**src/rtl/fqr_pkg.sv**
```systemverilog
// Types and constants of the queue with remove by value.
package fqr_pkg;

   localparam int DATA_W   = 32;
   localparam int MODE_W   = 2;
   localparam int STATUS_W = 2;
   localparam int REQ_W    = ((MODE_W + DATA_W + 7) / 8) * 8;

   typedef enum logic [MODE_W-1:0] {
      MODE_ENQ = 2'd0,
      MODE_DEQ = 2'd1,
      MODE_REM = 2'd2,
      MODE_NOP = 2'd3
   } mode_type;

   typedef enum logic [STATUS_W-1:0] {
      ST_OK   = 2'd0,
      ST_MISS = 2'd1,
      ST_FULL = 2'd2
   } status_type;

   typedef enum logic [2:0] {
      OP_HOLD,
      OP_ENQ,
      OP_DEQ,
      OP_START,
      OP_SEARCH,
      OP_CLOSE
   } cell_op_type;

   typedef enum logic {
      FSM_IDLE,
      FSM_SEARCH
   } fsm_type;

   typedef struct packed {
      cell_op_type       op;
      logic [DATA_W-1:0] key;
   } cell_cmd_type;

   typedef struct packed {
      logic              tok;
      logic              fnd;
      logic [DATA_W-1:0] value;
   } cell_link_type;

endpackage

```
**src/rtl/fqr_cell.sv**
```systemverilog
// One storage cell of the queue chain, with its share of the search token.
module fqr_cell #(
   parameter int INDEX = 0,
   parameter int CNT_W = 5
) (
   input  logic                  clock,
   input  logic                  reset,
   input  fqr_pkg::cell_cmd_type cmd,
   input  logic [CNT_W-1:0]      count,
   input  fqr_pkg::cell_link_type upper,
   output fqr_pkg::cell_link_type lower
);

   logic [fqr_pkg::DATA_W-1:0] value_ff, value_in;
   logic                       tok_ff, tok_in;
   logic                       fnd_ff, fnd_in;
   logic                       mark_ff, mark_in;
   logic                       pass;
   logic                       match;

   assign pass  = tok_ff && !fnd_ff;
   assign match = pass && (value_ff == cmd.key);

   assign lower.tok   = tok_ff;
   assign lower.fnd   = fnd_ff || match;
   assign lower.value = value_ff;

   always_comb begin
      value_in = value_ff;
      tok_in   = tok_ff;
      fnd_in   = fnd_ff;
      mark_in  = mark_ff;
      unique case (cmd.op)
         fqr_pkg::OP_ENQ: begin
            if (count == CNT_W'(INDEX)) begin
               value_in = cmd.key;
            end
         end
         fqr_pkg::OP_DEQ: begin
            value_in = upper.value;
         end
         fqr_pkg::OP_START: begin
            tok_in  = (count == CNT_W'(INDEX + 1));
            fnd_in  = 1'b0;
            mark_in = 1'b0;
         end
         fqr_pkg::OP_SEARCH: begin
            tok_in  = upper.tok;
            fnd_in  = upper.fnd;
            mark_in = mark_ff || pass;
         end
         fqr_pkg::OP_CLOSE: begin
            if (mark_ff || pass) begin
               value_in = upper.value;
            end
         end
         fqr_pkg::OP_HOLD: begin
         end
         default: begin
         end
      endcase
   end

   always_ff @(posedge clock) begin
      value_ff <= value_in;
      if (reset) begin
         tok_ff  <= 1'b0;
         fnd_ff  <= 1'b0;
         mark_ff <= 1'b0;
      end else begin
         tok_ff  <= tok_in;
         fnd_ff  <= fnd_in;
         mark_ff <= mark_in;
      end
   end

endmodule

```
**src/rtl/fqr_rsp_buf.sv**
```systemverilog
// Two-entry output register with skid stage for the result channel.
module fqr_rsp_buf #(
   parameter int WIDTH = 40
) (
   input  logic             clock,
   input  logic             reset,
   input  logic             push,
   input  logic [WIDTH-1:0] push_data,
   output logic             room,
   output logic             out_valid,
   input  logic             out_ready,
   output logic [WIDTH-1:0] out_data
);

   logic [WIDTH-1:0] main_ff, main_in;
   logic [WIDTH-1:0] skid_ff, skid_in;
   logic             main_v_ff, main_v_in;
   logic             skid_v_ff, skid_v_in;

   assign room      = !skid_v_ff;
   assign out_valid = main_v_ff;
   assign out_data  = main_ff;

   always_comb begin
      main_in   = main_ff;
      skid_in   = skid_ff;
      main_v_in = main_v_ff;
      skid_v_in = skid_v_ff;
      if (!main_v_ff || out_ready) begin
         main_in   = skid_v_ff ? skid_ff : push_data;
         main_v_in = skid_v_ff || push;
         skid_v_in = 1'b0;
      end else if (push) begin
         skid_in   = push_data;
         skid_v_in = 1'b1;
      end
   end

   always_ff @(posedge clock) begin
      main_ff <= main_in;
      skid_ff <= skid_in;
      if (reset) begin
         main_v_ff <= 1'b0;
         skid_v_ff <= 1'b0;
      end else begin
         main_v_ff <= main_v_in;
         skid_v_ff <= skid_v_in;
      end
   end

endmodule

```
**src/rtl/fifo_queue_with_remove_core.sv**
```systemverilog
// Bounded queue of 32-bit values with dequeue of the oldest and remove of the newest match.
//
// The request channel (req_) carries one operation per beat: enqueue a value, dequeue the
// oldest value, remove the newest stored entry equal to a value, or do nothing. Every
// request beat yields exactly one response beat (rsp_) with a status, the dequeued value
// and the occupancy after the operation.
// Storage is a row of DEPTH cells; dequeue and removal shift the newer entries down by one.
// Enqueue, dequeue and the no-operation code are handled in the idle state: a beat can be
// accepted in every cycle while the response side has room, and its response is registered
// in the cycle after acceptance. A removal walks a token from the newest cell down to the
// oldest, one cell per cycle; an empty queue answers a miss and starts no walk. No request
// is accepted during the walk.
// The response side has an output register and a skid stage, so a request is still taken
// while one response waits; when both are full, req_tready drops until rsp_tready returns.
// Reset empties the queue and drops any pending responses; no clearing pass is needed.
module fifo_queue_with_remove_core #(
   parameter int  DEPTH = 16,
   localparam int OCC_W = $clog2(DEPTH + 1),
   localparam int RSP_W = ((fqr_pkg::STATUS_W + fqr_pkg::DATA_W + OCC_W + 7) / 8) * 8
) (
   input  logic                      clock,
   input  logic                      reset,
   input  logic                      req_tvalid,
   output logic                      req_tready,
   input  logic [fqr_pkg::REQ_W-1:0] req_tdata,  // mode[1:0], data_in[33:2], zero pad
   output logic                      rsp_tvalid,
   input  logic                      rsp_tready,
   output logic [RSP_W-1:0]          rsp_tdata   // status, data_out, occupancy, zero pad
);

   localparam int DATA_LO = fqr_pkg::STATUS_W;
   localparam int OCC_LO  = fqr_pkg::STATUS_W + fqr_pkg::DATA_W;

   fqr_pkg::fsm_type       state_ff, state_in;
   logic [OCC_W-1:0]       count_ff, count_in;
   logic [fqr_pkg::DATA_W-1:0] key_ff, key_in;
   fqr_pkg::cell_cmd_type  cmd;
   fqr_pkg::cell_link_type lower_w [DEPTH];
   fqr_pkg::cell_link_type upper_w [DEPTH];
   fqr_pkg::mode_type      req_mode;
   logic [fqr_pkg::DATA_W-1:0] req_value;
   fqr_pkg::status_type    rsp_status;
   logic [fqr_pkg::DATA_W-1:0] rsp_value;
   logic [RSP_W-1:0]       push_data;
   logic                   push;
   logic                   room;
   logic                   accept;

   assign req_mode   = fqr_pkg::mode_type'(req_tdata[fqr_pkg::MODE_W-1:0]);
   assign req_value  = req_tdata[fqr_pkg::MODE_W +: fqr_pkg::DATA_W];
   assign req_tready = (state_ff == fqr_pkg::FSM_IDLE) && room;
   assign accept     = req_tvalid && req_tready;

   for (genvar i = 0; i < DEPTH; i++) begin : g_cell
      if (i == DEPTH - 1) begin : g_top
         assign upper_w[i] = '{tok: 1'b0, fnd: 1'b0, value: lower_w[i].value};
      end else begin : g_mid
         assign upper_w[i] = lower_w[i+1];
      end
      fqr_cell #(
         .INDEX (i),
         .CNT_W (OCC_W)
      ) u_cell (
         .clock (clock),
         .reset (reset),
         .cmd   (cmd),
         .count (count_ff),
         .upper (upper_w[i]),
         .lower (lower_w[i])
      );
   end

   always_comb begin
      state_in   = state_ff;
      count_in   = count_ff;
      key_in     = key_ff;
      cmd.op     = fqr_pkg::OP_HOLD;
      cmd.key    = (state_ff == fqr_pkg::FSM_SEARCH) ? key_ff : req_value;
      push       = 1'b0;
      rsp_status = fqr_pkg::ST_OK;
      rsp_value  = '0;
      unique case (state_ff)
         fqr_pkg::FSM_IDLE: begin
            if (accept) begin
               push = 1'b1;
               unique case (req_mode)
                  fqr_pkg::MODE_ENQ: begin
                     if (count_ff == OCC_W'(DEPTH)) begin
                        rsp_status = fqr_pkg::ST_FULL;
                     end else begin
                        cmd.op   = fqr_pkg::OP_ENQ;
                        count_in = count_ff + OCC_W'(1);
                     end
                  end
                  fqr_pkg::MODE_DEQ: begin
                     if (count_ff == '0) begin
                        rsp_status = fqr_pkg::ST_MISS;
                     end else begin
                        cmd.op    = fqr_pkg::OP_DEQ;
                        rsp_value = lower_w[0].value;
                        count_in  = count_ff - OCC_W'(1);
                     end
                  end
                  fqr_pkg::MODE_REM: begin
                     if (count_ff == '0) begin
                        rsp_status = fqr_pkg::ST_MISS;
                     end else begin
                        cmd.op   = fqr_pkg::OP_START;
                        key_in   = req_value;
                        push     = 1'b0;
                        state_in = fqr_pkg::FSM_SEARCH;
                     end
                  end
                  fqr_pkg::MODE_NOP: begin
                  end
                  default: begin
                  end
               endcase
            end
         end
         fqr_pkg::FSM_SEARCH: begin
            if (lower_w[0].tok) begin
               if (room) begin
                  push     = 1'b1;
                  state_in = fqr_pkg::FSM_IDLE;
                  if (lower_w[0].fnd) begin
                     cmd.op   = fqr_pkg::OP_CLOSE;
                     count_in = count_ff - OCC_W'(1);
                  end else begin
                     rsp_status = fqr_pkg::ST_MISS;
                  end
               end
            end else begin
               cmd.op = fqr_pkg::OP_SEARCH;
            end
         end
         default: begin
            state_in = fqr_pkg::FSM_IDLE;
         end
      endcase
   end

   always_comb begin
      push_data = '0;
      push_data[fqr_pkg::STATUS_W-1:0]      = rsp_status;
      push_data[DATA_LO +: fqr_pkg::DATA_W] = rsp_value;
      push_data[OCC_LO +: OCC_W]            = count_in;
   end

   always_ff @(posedge clock) begin
      key_ff <= key_in;
      if (reset) begin
         state_ff <= fqr_pkg::FSM_IDLE;
         count_ff <= '0;
      end else begin
         state_ff <= state_in;
         count_ff <= count_in;
      end
   end

   fqr_rsp_buf #(
      .WIDTH (RSP_W)
   ) u_rsp_buf (
      .clock     (clock),
      .reset     (reset),
      .push      (push),
      .push_data (push_data),
      .room      (room),
      .out_valid (rsp_tvalid),
      .out_ready (rsp_tready),
      .out_data  (rsp_tdata)
   );

endmodule

```
**config.mk**
```make
export PLATFORM = sky130hd
export DESIGN_NAME = fifo_queue_with_remove_core
export DESIGN_NICKNAME = d
export VERILOG_FILES = /design/src/rtl/fqr_pkg.sv /design/src/rtl/fqr_cell.sv /design/src/rtl/fqr_rsp_buf.sv /design/src/rtl/fifo_queue_with_remove_core.sv
export SDC_FILE = /design/constraint.sdc
export NUM_CORES = 1
export LEC_CHECK = 0
export CORE_MARGIN = 2
export CORE_UTILIZATION = 35
export CTS_BUF_LIST = sky130_fd_sc_hd__clkbuf_2
export CTS_CLUSTER_DIAMETER = 120
export DETAILED_ROUTE_END_ITERATION = 10
export DONT_BUFFER_PORTS = 1
export PLACE_DENSITY = 0.6
export SYNTH_ARGS = -nofsm -noshare
export SYNTH_HDL_FRONTEND = slang
export SYNTH_HIERARCHICAL = 1
export SYNTH_SLANG_ARGS = --single-unit
```
**constraint.sdc**
```tcl
create_clock -name clock -period 12.9 [get_ports clock]
set_clock_uncertainty 0.05 [all_clocks]
set_input_delay 1.29 -clock clock [delete_from_list [all_inputs] [get_ports clock]]
set_output_delay 1.29 -clock clock [all_outputs]
set_load 0.005 [all_outputs]
```
======== After elaboration in Yosys (flattened, before gate mapping) ========
Cells that the tools add are included.
word-level totals
  register bits ........................... 676
  latch bits .............................. 0
  bits in writable memories ............... 0
  memory bits (read-only) ................. 0
  bits of input ports ..................... 44
  logic and storage cells ................. 383
  memories ................................ 0
cells by class
  add/subtract/negate cells ............... 2
  multiply operators ...................... 0
  div/mod/pow operators ................... 0
  $lt $le $gt $ge ......................... 0
  equality and inequality tests ........... 69
  shifts and indexed selects .............. 0
  muxes and demuxes ....................... 134
  bitwise gates (word level) .............. 3
  reduce and logical (&&, ||, !) cells .... 106
operators with widths
  kind                                                                     number
  32-bit one-hot mux with 3 select lines                                   15
  32-bit two-way mux                                                       35
  32-bit equality test                                                     16
  1-bit one-hot mux with 2 select lines                                    48
  2-bit by 1-bit inequality test with 1-bit output, second input constant  29
  3-bit AND reduction                                                      15
  5-bit by 4-bit equality test with 1-bit output, second input constant    8
  39-bit two-way mux                                                       1
  1-bit logical AND                                                        33
  1-bit logical OR                                                         32
  5-bit two-way mux                                                        6
  5-bit by 3-bit equality test with 1-bit output, second input constant    4
  5-bit one-hot mux with 2 select lines                                    2
  1-bit logical NOT                                                        17
  1-bit two-way mux                                                        15
  5-bit by 2-bit equality test with 1-bit output, second input constant    2
  2-bit two-way mux                                                        5
  3-bit two-way mux                                                        3
  2-bit one-hot mux with 2 select lines                                    2
  3-bit by 2-bit equality test with 1-bit output, second input constant    2
  3-bit equality test, second input constant                               2
  2-bit one-hot mux with 3 select lines                                    1
  3-bit one-hot mux with 2 select lines                                    1
  5-bit by 1-bit adder with 5-bit output, second input constant            1
  other kinds (15)                                                         19

======== Depth between registers and ports, before layout ========
  word-level depth ........................ 11
  mapped depth ............................ 14
  gate-level depth less buffers ........... 12

======== Cells and area by module ========
Netlist, hierarchy kept.
modules (own cells, without submodules)
  module                            times used  cells each  area an instance (um2)  seq. area each (um2)
  fqr_cell (g_cell[10].u_cell ...)  3           141         1945.6                  1021.0
  fqr_cell (g_cell[5].u_cell ...)   2           147         2069.5                  1021.0
  fqr_cell (g_cell[11].u_cell ...)  2           143         2068.2                  1021.0
  fqr_cell (g_cell[2].u_cell ...)   2           141         1925.6                  1021.0
  fqr_rsp_buf                       1           134         3158.0                  2442.3
  fifo_queue_with_remove_core       1           218         2439.8                  1081.0
  fqr_cell (g_cell[7].u_cell)       1           141         2067.0                  1021.0
  fqr_cell (g_cell[13].u_cell)      1           144         2062.0                  1021.0
  fqr_cell (g_cell[1].u_cell)       1           144         2060.7                  1021.0
  fqr_cell (g_cell[15].u_cell)      1           142         2055.7                  1021.0
  fqr_cell (g_cell[0].u_cell)       1           145         1953.1                  1021.0
  fqr_cell (g_cell[4].u_cell)       1           145         1946.9                  1021.0
  fqr_cell (g_cell[14].u_cell)      1           141         1943.1                  1021.0

======== Worst setup path after synthesis ========
No wires, ideal clock.
  path type ............................... input-to-reg
  from .................................... input req_tdata[10] (netlist name)
  to ...................................... register g_cell[10].u_cell/value_ff[0] (netlist name) (enable)
  setup time .............................. 433 ps
  arrival ................................. 7893 ps
  path slack .............................. 4524 ps
  cell stages on the path ................. 11
  path buffers ............................ 0
  path through ............................ mux2_2 xor2_1 nor4_1 and3_1 a31o_2 nand2_1 a21oi_1 inv_1 o21ai_0 o31ai_1 o22ai_1
RTL lines
  item                  line                               RTL
  from (decl)           fifo_queue_with_remove_core.sv:25  input logic [fqr_pkg::REQ_W-1:0] req_tdata,
  to (signal assigned)  fqr_cell.sv:65                     value_ff <= value_in;
  to (decl)             fqr_cell.sv:14                     logic [fqr_pkg::DATA_W-1:0] value_ff, value_in;

==> tab_implementation.tex <==
\begin{tabular}{lr}
\hline
Metric & Value \\
\hline
\multicolumn{2}{l}{\textbf{Place}} \\
Detailed Place HPWL & 64.2 mm \\
Placed Cells incl. Taps & 4038 \\
Final GP Congestion & 0.819 \\
Port Buffer Count & 0 \\
\multicolumn{2}{l}{\textbf{Yosys}} \\
Synthesized instance count & 2639 \\
Synth area leaders & edfxtp\_1 (50\%), mux2\_4 (11\%), xnor2\_1 (9.7\%) \\
Share of the yosys chip area belonging to registers & 52.7\% \\
Post-synthesis cell type count & 90 \\
Mapped Area & 37600 um\^{}2 \\
Post-synthesis adder-cell area fraction & 0.199\% \\
Combinational family with the most area after synthesis & multiplexers \\
Yosys warning total & 6 \\
Primary flip-flop cell chosen by synthesis mapping & edfxtp\_1 \\
Number of enable-type register cells in the synthesized netlist & 624 \\
Cell accounting for the most synthesized area & edfxtp\_1 \\
Multiplexer share of the synthesized area & 20.3\% \\
Simple-gate area share of the yosys netlist & 8.03\% \\
Top cell type's share of synthesized area & 49.8\% \\
Xor-xnor portion of the synthesized cell area & 11.6\% \\
Async SR Flop Fraction & 0\% \\
Compound-Gate Fraction of Synth Area & 4.38\% \\
Yosys reg bits & 680 \\
Average cell area after synthesis & 14.3 um\^{}2 \\
\multicolumn{2}{l}{\textbf{Timing}} \\
Unrepaired setup endpoints after global routing & no \\
Transition at the pin with the smallest max-transition slack & 1.13 ns \\
Final critical path time including I/O delays and setup & 6.08 ns \\
Accumulated negative setup slack & 0 ns \\
Period Utilization, post-route & 47.1\% \\
Tightest hold margin & 0.196 ns \\
Max Fclk & 164 MHz \\
Final Setup Violations & 0 \\
Final Max Slew Viols & 0 \\
Rel. slew slack & 24.6\% \\
Number of hold-slack violations in the final timing report & 0 \\
\multicolumn{2}{l}{\textbf{Layout}} \\
Commonest cells after routing, fill and taps aside & edfxtp\_1 (624), xnor2\_1 (416), mux2\_2 (294) \\
Signed area change from the synthesized netlist to the final layout & 9.90\% \\
Layout Nets & 2899 \\
Cell Count, Final, Fillers Out & 4396 \\
Share of cells above drive strength 1 & 34.2\% \\
Leading cell type in the layout, fill and taps excluded & edfxtp\_1 \\
\multicolumn{2}{l}{\textbf{Route}} \\
Via total after detailed routing & 22524 \\
Number of vias per cell & 5.12 \\
First-pass DRT Iterations & 5 \\
Routed wire per std cell & 22.2 um \\
Detailed Route Iter0 Violations & 1675 \\
Total DRC errors in the routed layout & 0 \\
Detail Route Antenna Nets & 0 \\
Total length of routed wires & 97.6 mm \\
\multicolumn{2}{l}{\textbf{Die}} \\
Initial Utilization & 35.2\% \\
Chip height & 332 um \\
Top Ports & 86 \\
Number of core rows & 120 \\
Die Area & 110000 um\^{}2 \\
Standard cell core area & 107000 um\^{}2 \\
X dimension of the die & 332 um \\
\multicolumn{2}{l}{\textbf{Worst setup path}} \\
Startpoint kind of the worst setup timing path & register \\
Max FO, Critical Path & 59 \\
Register-to-register path setup slack & 6.82 ns \\
Worst-path cell with the longest stage delay & mux2\_2 \\
Critical Path RT & 13.82 ns \\
Slowest cell delay on critical path & 0.66 ns \\
Arr. time, crit path & 7.01 ns \\
Type of the worst setup path & reg2reg \\
Critical Path End Type & register \\
Cell-by-cell trace of the critical path & buf\_4 -> mux2\_2 -> xnor2\_1 -> nand4\_1 -> nor3\_1 -> a31o\_2 -> nand4\_1 -> nand2\_4 -> buf\_4 -> nand2\_1 -> nor2\_2 -> a21oi\_4 -> buf\_4 -> a32oi\_2 -> buf\_4 \\
Most used cell, CP & buf\_4 \\
\multicolumn{2}{l}{\textbf{Hold path}} \\
Min-delay worst type & in2reg \\
\multicolumn{2}{l}{\textbf{Clock network}} \\
Resized Gates After CTS & 0 \\
Clock tree buffer depth & 3 \\
Insertion delay to the later sink of the worst-skew pair & 1.44 ns \\
Clk root buf & clkbuf\_2 \\
Number of sinks on the clock net & 680 \\
Clock tree from TritonCTS & built \\
Clk slew on worst S/H paths & 0.09 ns \\
H-tree depth reported by CTS & 4 \\
Clock buffers created by TritonCTS & 177 \\
\multicolumn{2}{l}{\textbf{GRT}} \\
Vias in the first global route & 22732 \\
Maximum number of pins on one net before global-route repair & 85 \\
Number of antenna violations at the first check in global routing & 6 \\
Total routing usage reported by global routing & 17.4\% \\
Wire length of the first global-routing pass & 146 mm \\
Grt total ovfl & 0 \\
\multicolumn{2}{l}{\textbf{Outcome}} \\
Result of the run & finished clean \\
\multicolumn{2}{l}{\textbf{Pwr}} \\
Worst-case vdd ir drop & 0.0000678 V \\
Cell Pwr Density & 120 nW/um\^{}2 \\
Leakage & 14.2 nW \\
\multicolumn{2}{l}{\textbf{Flow run}} \\
Max Cap Violations & 0 \\
\hline
\end{tabular}
==> cell families (layout without fill, tap and decap cells) <==
| group | after synthesis | in the layout |
|---|---|---|
| adders and majority gates | 6 | 6 |
| buffers and inverters | 136 | 478 |
| other | 1 | 13 |
| DFF | 680 | 680 |
| and+or+nand+nor | 523 | 523 |
| xor gates and xnor gates | 500 | 500 |
| muxes | 587 | 587 |
| AOI/OAI and AO/OA | 206 | 206 |
==> state kept, by name, indices dropped and copies added (netlist names), 5 cells and up <==
signal                  cells
g_cell.u_cell/mark_ff      16
u_rsp_buf/skid_ff          40
key_ff                     32
g_cell.u_cell/value_ff    512
g_cell.u_cell/fnd_ff       16
g_cell.u_cell/tok_ff       16
u_rsp_buf/out_data         40
count_ff                    5
==> report_power, final <==
part | internal, W | switching [W] | total (W) | leakage [nW]
sequential | 0.00254 | 0.0000691 | 0.00261 | 6.25
combinational | 0.000379 | 0.000432 | 0.000811 | 6.64
clock | 0.000617 | 0.000939 | 0.00156 | 1.27
total | 0.00354 | 0.00144 | 0.00498 | 14.2
==> layout make-up <==
type	count	area [um^2]
well taps	1403	1760
inverters	45	169
clock buffers	276	1380
flip-flops and latches	680	19900
clock inverters	38	267
multi-input cells	1826	16900
fillers	10230	65500
repair buffers	119	998
diodes	9	22.5
==> metal layers <==
layer | routed length, um | track usage, % | vias to the layer above
li1 | - | - | 10493
met1 | 44500 | 23.8 | 11304
met2 | 45900 | 28.0 | 598
met3 | 5410 | 3.35 | 127
met4 | 1730 | 5.16 | 2
met5 | 9 | 0 | -
==> worst paths after layout <==
| kind | start | end | cells past startpoint |
|---|---|---|---|
| worst min register to register | g_cell[1].u_cell/mark_ff | g_cell[1].u_cell/mark_ff | 2 |
| worst max-delay path | state_ff | g_cell[3].u_cell/value_ff[23] | 15 |
| worst max register to register | state_ff | g_cell[3].u_cell/value_ff[23] | 15 |
| worst min-delay path | req_tvalid | count_ff[1] | 3 |
==> Yosys cell counts (9+ instances only) <==
library cell,number
inv_1,45
xor2_1,84
nor2_1,85
buf_4,32
dfxtp_1,56
a31o_2,13
and3_1,9
and2_1,33
edfxtp_1,624
nand2_1,57
nand2b_1,38
buf_2,9
nand4_1,99
a21oi_1,40
a2111oi_0,12
mux2_1,18
o21ai_0,19
nor2b_1,24
a211oi_1,10
nor3_1,47
nor4_1,42
o22ai_1,12
buf_6,32
nand3_1,20
mux2_4,272
xnor2_1,416
mux2_2,294
==> per-stage QoR <==
step	cell area [um^2]	setup WS [ns]	util [%]	total power, W
final	41400	6.82	38.7	0.00498
after detailed placement	39300	6.74	36.8	0.00346
after global routing	41400	6.51	38.7	0.00522
after global placement	39300	6.74	36.8	0.00345
after floorplan	37700	4.52	-	0.00325
after CTS	41400	6.96	38.7	0.00505
==> timing repair <==
action                                 CTS  global route
setup buffers                            0             0
endpoints found under the hold margin   88             0
hold buffers                            35             0
==> critical path, delay by kind of cell, from the launching register on <==
kind	cells	cell delay, ns
buffers and inverters	4	1.86
and+or+nand+nor	6	1.53
muxes	1	0.66
AOI/OAI and AO/OA	3	0.59
xor gates and xnor gates	1	0.52
DFF	1	0.32
Note: power is estimated with default switching activity, not from simulation.
